<file path="config.mk">
export PLATFORM = sky130hd
export DESIGN_NAME = fcull_cell
export DESIGN_NICKNAME = d
export VERILOG_FILES = /design/src/sv/fcull_pkg.sv /design/src/sv/fcull_cell.sv
export SDC_FILE = /design/constraint.sdc
export NUM_CORES = 2
export LEC_CHECK = 0
export ABC_AREA = 1
export BUFFER_PORTS_ARGS = -buffer_cell sky130_fd_sc_hd__buf_2
export CAP_MARGIN = 30
export CORE_MARGIN = 2
export CORE_UTILIZATION = 55
export CTS_BUF_LIST = sky130_fd_sc_hd__clkbuf_8
export CTS_CLUSTER_DIAMETER = 150
export DETAILED_ROUTE_END_ITERATION = 7
export PLACE_DENSITY = 0.85
export SLEW_MARGIN = 40
export SYNTH_ARGS = -nofsm -noshare
export SYNTH_HDL_FRONTEND = slang
export SYNTH_SLANG_ARGS = --single-unit
</file>
<file path="constraint.sdc">
create_clock -name clk -period 6.5 [get_ports clk]
set_input_delay 0.975 -clock clk [delete_from_list [all_inputs] [get_ports clk]]
set_output_delay 0.975 -clock clk [all_outputs]
set_load 0.01 [all_outputs]
</file>
<file path="src/sv/fcull_pkg.sv">
`default_nettype none
package fcull_pkg;

  localparam int NUM_PLANES = 6;
  localparam int PLANE_W    = 64;
  localparam int CFG_IDX_W  = 3;
  localparam int COORD_W    = 24;
  localparam int NORM_W     = 12;
  localparam int OFF_W      = 28;
  localparam int FRAC_SHIFT = 10;
  localparam int PROD_W     = NORM_W + COORD_W;
  localparam int DIST_W     = 40;

  // plane register field positions
  localparam int NX_LSB = 52;
  localparam int NY_LSB = 40;
  localparam int NZ_LSB = 28;

  // 0.1 in q16.8
  localparam logic [COORD_W-1:0] RAD_DEFAULT = COORD_W'(26);

  typedef enum logic [1:0] {
    CMD_POINT  = 2'd0,
    CMD_SPHERE = 2'd1,
    CMD_BOX    = 2'd2,
    CMD_NONE   = 2'd3
  } cmd_t;

  // request traveling down the row of plane cells
  typedef struct packed {
    logic                      valid;
    logic                      box;
    logic                      pass;
    logic signed [COORD_W-1:0] x_lo;
    logic signed [COORD_W-1:0] y_lo;
    logic signed [COORD_W-1:0] z_lo;
    logic signed [COORD_W-1:0] x_hi;
    logic signed [COORD_W-1:0] y_hi;
    logic signed [COORD_W-1:0] z_hi;
    logic        [COORD_W-1:0] rad;
  } item_t;

endpackage
`default_nettype wire

</file>
<file path="src/sv/fcull_cell.sv">
`default_nettype none
module fcull_cell (
  input  wire logic                                clk,
  input  wire logic                                rst_n,
  input  wire logic                                plane_we,
  input  wire logic [fcull_pkg::PLANE_W-1:0]       plane_data,
  input  wire fcull_pkg::item_t                    item_in,
  output fcull_pkg::item_t                         item_out
);

  logic [fcull_pkg::PLANE_W-1:0] plane_r;

  logic signed [fcull_pkg::NORM_W-1:0]  nx, ny, nz;
  logic signed [fcull_pkg::COORD_W-1:0] px, py, pz;
  logic signed [fcull_pkg::PROD_W-1:0]  prod_x_nxt, prod_y_nxt, prod_z_nxt;
  logic signed [fcull_pkg::PROD_W-1:0]  prod_x_r, prod_y_r, prod_z_r;
  fcull_pkg::item_t                     item_a_r;
  fcull_pkg::item_t                     item_b_nxt, item_b_r;
  logic signed [fcull_pkg::DIST_W-1:0]  off_s, rad_s, dist_sum;

  always_ff @(posedge clk) begin
    if (!rst_n) begin
      plane_r <= '0;
    end else if (plane_we) begin
      plane_r <= plane_data;
    end
  end

  assign nx = plane_r[fcull_pkg::NX_LSB +: fcull_pkg::NORM_W];
  assign ny = plane_r[fcull_pkg::NY_LSB +: fcull_pkg::NORM_W];
  assign nz = plane_r[fcull_pkg::NZ_LSB +: fcull_pkg::NORM_W];

  // box: take the corner along the normal
  always_comb begin
    px = (item_in.box && !nx[fcull_pkg::NORM_W-1]) ? item_in.x_hi : item_in.x_lo;
    py = (item_in.box && !ny[fcull_pkg::NORM_W-1]) ? item_in.y_hi : item_in.y_lo;
    pz = (item_in.box && !nz[fcull_pkg::NORM_W-1]) ? item_in.z_hi : item_in.z_lo;
    prod_x_nxt = fcull_pkg::PROD_W'(nx) * fcull_pkg::PROD_W'(px);
    prod_y_nxt = fcull_pkg::PROD_W'(ny) * fcull_pkg::PROD_W'(py);
    prod_z_nxt = fcull_pkg::PROD_W'(nz) * fcull_pkg::PROD_W'(pz);
  end

  always_ff @(posedge clk) begin
    if (!rst_n) begin
      item_a_r.valid <= 1'b0;
    end else begin
      item_a_r.valid <= item_in.valid;
    end
  end

  always_ff @(posedge clk) begin
    item_a_r.box  <= item_in.box;
    item_a_r.pass <= item_in.pass;
    item_a_r.x_lo <= item_in.x_lo;
    item_a_r.y_lo <= item_in.y_lo;
    item_a_r.z_lo <= item_in.z_lo;
    item_a_r.x_hi <= item_in.x_hi;
    item_a_r.y_hi <= item_in.y_hi;
    item_a_r.z_hi <= item_in.z_hi;
    item_a_r.rad  <= item_in.rad;
    prod_x_r      <= prod_x_nxt;
    prod_y_r      <= prod_y_nxt;
    prod_z_r      <= prod_z_nxt;
  end

  // distance plus radius, fails when negative
  always_comb begin
    off_s = {{(fcull_pkg::DIST_W - fcull_pkg::OFF_W - fcull_pkg::FRAC_SHIFT)
              {plane_r[fcull_pkg::OFF_W-1]}},
             plane_r[fcull_pkg::OFF_W-1:0], {fcull_pkg::FRAC_SHIFT{1'b0}}};
    rad_s = {{(fcull_pkg::DIST_W - fcull_pkg::COORD_W - fcull_pkg::FRAC_SHIFT){1'b0}},
             item_a_r.rad, {fcull_pkg::FRAC_SHIFT{1'b0}}};
    dist_sum = fcull_pkg::DIST_W'(prod_x_r) + fcull_pkg::DIST_W'(prod_y_r)
             + fcull_pkg::DIST_W'(prod_z_r) + off_s + rad_s;
    item_b_nxt      = item_a_r;
    item_b_nxt.pass = item_a_r.pass & ~dist_sum[fcull_pkg::DIST_W-1];
  end

  always_ff @(posedge clk) begin
    if (!rst_n) begin
      item_b_r.valid <= 1'b0;
    end else begin
      item_b_r.valid <= item_b_nxt.valid;
    end
  end

  always_ff @(posedge clk) begin
    item_b_r.box  <= item_b_nxt.box;
    item_b_r.pass <= item_b_nxt.pass;
    item_b_r.x_lo <= item_b_nxt.x_lo;
    item_b_r.y_lo <= item_b_nxt.y_lo;
    item_b_r.z_lo <= item_b_nxt.z_lo;
    item_b_r.x_hi <= item_b_nxt.x_hi;
    item_b_r.y_hi <= item_b_nxt.y_hi;
    item_b_r.z_hi <= item_b_nxt.z_hi;
    item_b_r.rad  <= item_b_nxt.rad;
  end

  assign item_out = item_b_r;

endmodule
`default_nettype wire

</file>
==> run_results.csv <==
group,metric,value,unit
floorplan,design.core.area,82400,um^2
cts,insertion_delay,0.72,ns
placement,gp_congestion,0.973,
power_and_ir_drop,comb_power_share,74.2,%
critical_path,critPathMaxFanout,13,
global_routing,grt_pass1_vias,37800,
timing,period_needed,5.95,ns
drt,drc,0,
global_routing,antenna_found_initial,5,
floorplan,pin_count,409,
layout,nets,7040,
power_and_ir_drop,p_seq_share,15.2,%
critical_path,start_kind,"flop",
synth,netlist_area,45900,um^2
floorplan,die_area,85700,um^2
critical_path,worst_path_largest_cell_delay,0.73,ns
synth,synth-seq-area-share,22.4,%
cts,cts_buffer_depth,3,
drt,routedWlPerCell,17.6,um
synth,synthArstFlopShare,0,%
drt,vias,35200,
timing,slew_headroom,43.1,%
cts,clock-sinks,514,
critical_path,worst-setup-path-type,"flop to flop",
worst_hold_path,hold_path_class,"flop to flop",
floorplan,fp-row-count,105,
global_routing,gr-total-overflow,0,
placement,postPlaceCellArea,50000,um^2
cts,cts_htree_levels,3,
critical_path,slowest_stage,"dfxtp_1",
global_routing,grtUsageTotal,29.1,%
cts,cts_hold_buf,0,
power_and_ir_drop,sw_frac_of_total,51.6,%
timing,worst_pin_slew,0.852,ns
placement,dp_hpwl,101,mm
placement,place_inst,6643,
floorplan,initial_core_util,55.7,%
critical_path,cpMostUsedCell,"fa_1",
layout,syn2layout_area_growth,12.7,%
timing,drv_slew,0,
critical_path,cp-end-kind,"flop",
drt,drt-total-wl,120,mm
critical_path,worstPathArrival,6.53,ns
run_status,status,"finished, final reports clean",
cts,path_clk_slew,0.06,ns
cts,cts_setup_buffers,0,
power_and_ir_drop,clock_power_share,10.7,%
synth,synth_cells,5129,
layout,drive_above_1_share,15.3,%
synth,ys.flop_type,"dfxtp_1",
cts,clk_root_buffer_cell,"clkbuf_8",
layout,final_util,62.8,%
job,drv_cap,0,
critical_path,worstPathRequired,7.08,ns
drt,post_drt_via_cell_ratio,5.19,
power_and_ir_drop,vdd_drop_max,0.000433,V
timing,setup_viol,0,
timing,finalCritPeriodShare,91.5,%
synth,synth.avg_cell_area,8.95,um^2
synth,synth_seq_cells,514,
drt,dr.pass1.iters,7,
power_and_ir_drop,p_per_area,538,nW/um^2
drt,drt-initial-drc-count,2748,
power_and_ir_drop,power_switching,14.4,mW
synth,synth_nets,6512,
power_and_ir_drop,leakage,26.7,nW
placement,io_buffers,408,
timing,timing.fmax,0.168,GHz
cts,cts_buffers,82,
synth,yosys_warnings,0,
timing,skew,0.0530,ns
synth,synth_cell_types,48,
drt,antenna_left,0,
cts,cts-resized-gates,0,
critical_path,crit_chain,"nor2_8 -> inv_2 -> buf_12 -> nand2_1 -> o21ai_2 -> inv_2 -> nand2_1 -> fa_1 -> fa_1 -> inv_1 -> fa_1 -> fa_1 -> inv_1 -> fa_1 -> inv_1 -> ha_1 -> a21oi_1 -> inv_1 -> a21oi_2 -> o21ai_0 -> nand2_1 -> nand3_1 -> xor2_1",
layout,fillerInstances,6504,
floorplan,die-height,293,um
cts,cts_tree,"built",
timing,setup_tns,0,ns
synth,synth_edf_count,0,
timing,hold_viol_final,0,
timing,rsz0062_at_grt,"no",
global_routing,grt_max_degree,86,
layout,ff_latch_area,10300,um^2
global_routing,grt_first_pass_wirelength,194,mm
layout,multi_input_area,30500,um^2
power_and_ir_drop,internal_power,13.5,mW
layout,stdcell_count,6793,
floorplan,die_x,293,um
layout,final_area,51700,um^2
flip-flops by register name, indices dropped and copies added (netlist names):
name	cells
item_out	171
prod_z_r	36
prod_x_r	36
prod_y_r	36
item_a_r	171
plane_r	64
final cells by class:
cell class,count,area share [%]
diodes,7,0.0339
clock buffers,106,2.82
clock inverters,37,0.573
inverters,1231,8.94
multi-input cells,3278,59.0
flip-flops and latches,514,19.9
well taps,1070,2.59
repair buffers,550,6.14
cell usage after synthesis, drive strengths merged, types with 7 or more instances:
cell type	number	area share (%)
nand4	23	0.31
buf	21	0.27
a21o	9	0.15
nor3	14	0.19
ha	281	7.7
inv	1228	10
nor2	492	4.1
xor2	63	1.2
nand3b	11	0.18
or2	61	0.83
a21boi	7	0.11
dfxtp	514	22
clkbuf	85	0.70
nand3	79	0.91
xnor2	17	0.32
fa	864	38
o21ai	192	2.6
nand2	987	8.1
a21oi	146	1.6
o21bai	8	0.13
power by group through the flow:
stage / clock [mW] / combinational [mW] / sequential (mW)
2_1_floorplan: 0 / 14.1 / 4.12
3_3_place_gp: 0 / 19.8 / 4.27
3_5_place_dp: 0 / 20.4 / 4.27
4_1_cts: 3.03 / 20.6 / 4.21
5_1_grt: 3.16 / 23.5 / 4.25
6_report: 2.97 / 20.6 / 4.22
routing by layer:
| metal | global-route usage, % | part of all wire [%] |
|---|---|---|
| met2 | 47.4 | 47 |
| met4 | 13.6 | 5.2 |
| met3 | 6.55 | 9.1 |
| met1 | 37.0 | 39 |
| met5 | 0 | 0 |
path summary, 6_finish.rpt:
path,slack (ns),startpoint,to,cells after the start
worst max-delay path,0.55,plane_r[63]$_SDFFE_PN0P_,prod_x_r[29]$_DFF_P_,23
worst max register to register,0.55,plane_r[63]$_SDFFE_PN0P_,prod_x_r[29]$_DFF_P_,23
worst min register to register,0.31,item_a_r[160]$_DFF_P_,item_out[160]$_DFF_P_,0
worst min-delay path,0.31,item_a_r[160]$_DFF_P_,item_out[160]$_DFF_P_,0
metrics by stage:
step / hold WS [ns] / power [mW] / worst slack, ns
floorplan: 0.310 / 18.2 / 0.799
global placement: 0.310 / 24.1 / 0.0428
detailed placement: 0.312 / 24.7 / -0.0557
CTS: 0.290 / 27.8 / 0.623
global route: 0.304 / 30.9 / 0.240
finish: 0.310 / 27.8 / 0.554
logic make-up (layout without fill, tap and decap cells):
family,count (synthesis),count (layout),share of synthesized area [%]
xor gates and xnor gates,80,80,1.53
adders and majority gates,1145,1145,45.4
buffers and inverters,1337,1924,11.0
other,0,7,0
and+or+nand+nor,1679,1679,14.8
AOI/OAI and AO/OA,373,373,4.78
DFF,514,514,22.4
muxes,1,1,0.0218
worst max-delay path, delay by kind of cell (launching register included):
| family | cells | cell delay (ns) |
|---|---|---|
| flops | 1 | 0.73 |
| fa+ha+maj | 6 | 2.86 |
| simple gates | 5 | 0.52 |
| buf+inv | 7 | 0.83 |
| compound gates | 4 | 0.69 |
| xor+xnor | 1 | 0.18 |
layout by cell type, fill, tap and decap left out, drive strengths merged:
| cell type | count |
|---|---|
| dfxtp | 514 |
| mux2i | 1 |
| clkbuf | 106 |
| or2 | 61 |
| clkinvlp | 5 |
| a21o | 9 |
| nand2b | 4 |
| and2 | 1 |
| nor3 | 14 |
| nand3b | 11 |
| nand3 | 79 |
| nand2 | 987 |
| xnor2 | 17 |
| a21boi | 7 |
| diode | 7 |
| ha | 281 |
| nor2 | 492 |
| fa | 864 |
| and3 | 1 |
| nor4 | 6 |
| inv | 1240 |
| o21a | 5 |
| clkinv | 19 |
| o21bai | 8 |
| nand4 | 23 |
| xor2 | 63 |
| o211ai | 4 |
| buf | 550 |
| a21oi | 146 |
| a31oi | 2 |
| o21ai | 192 |
| bufinv | 4 |
Note: power is estimated with default switching activity, not from simulation.
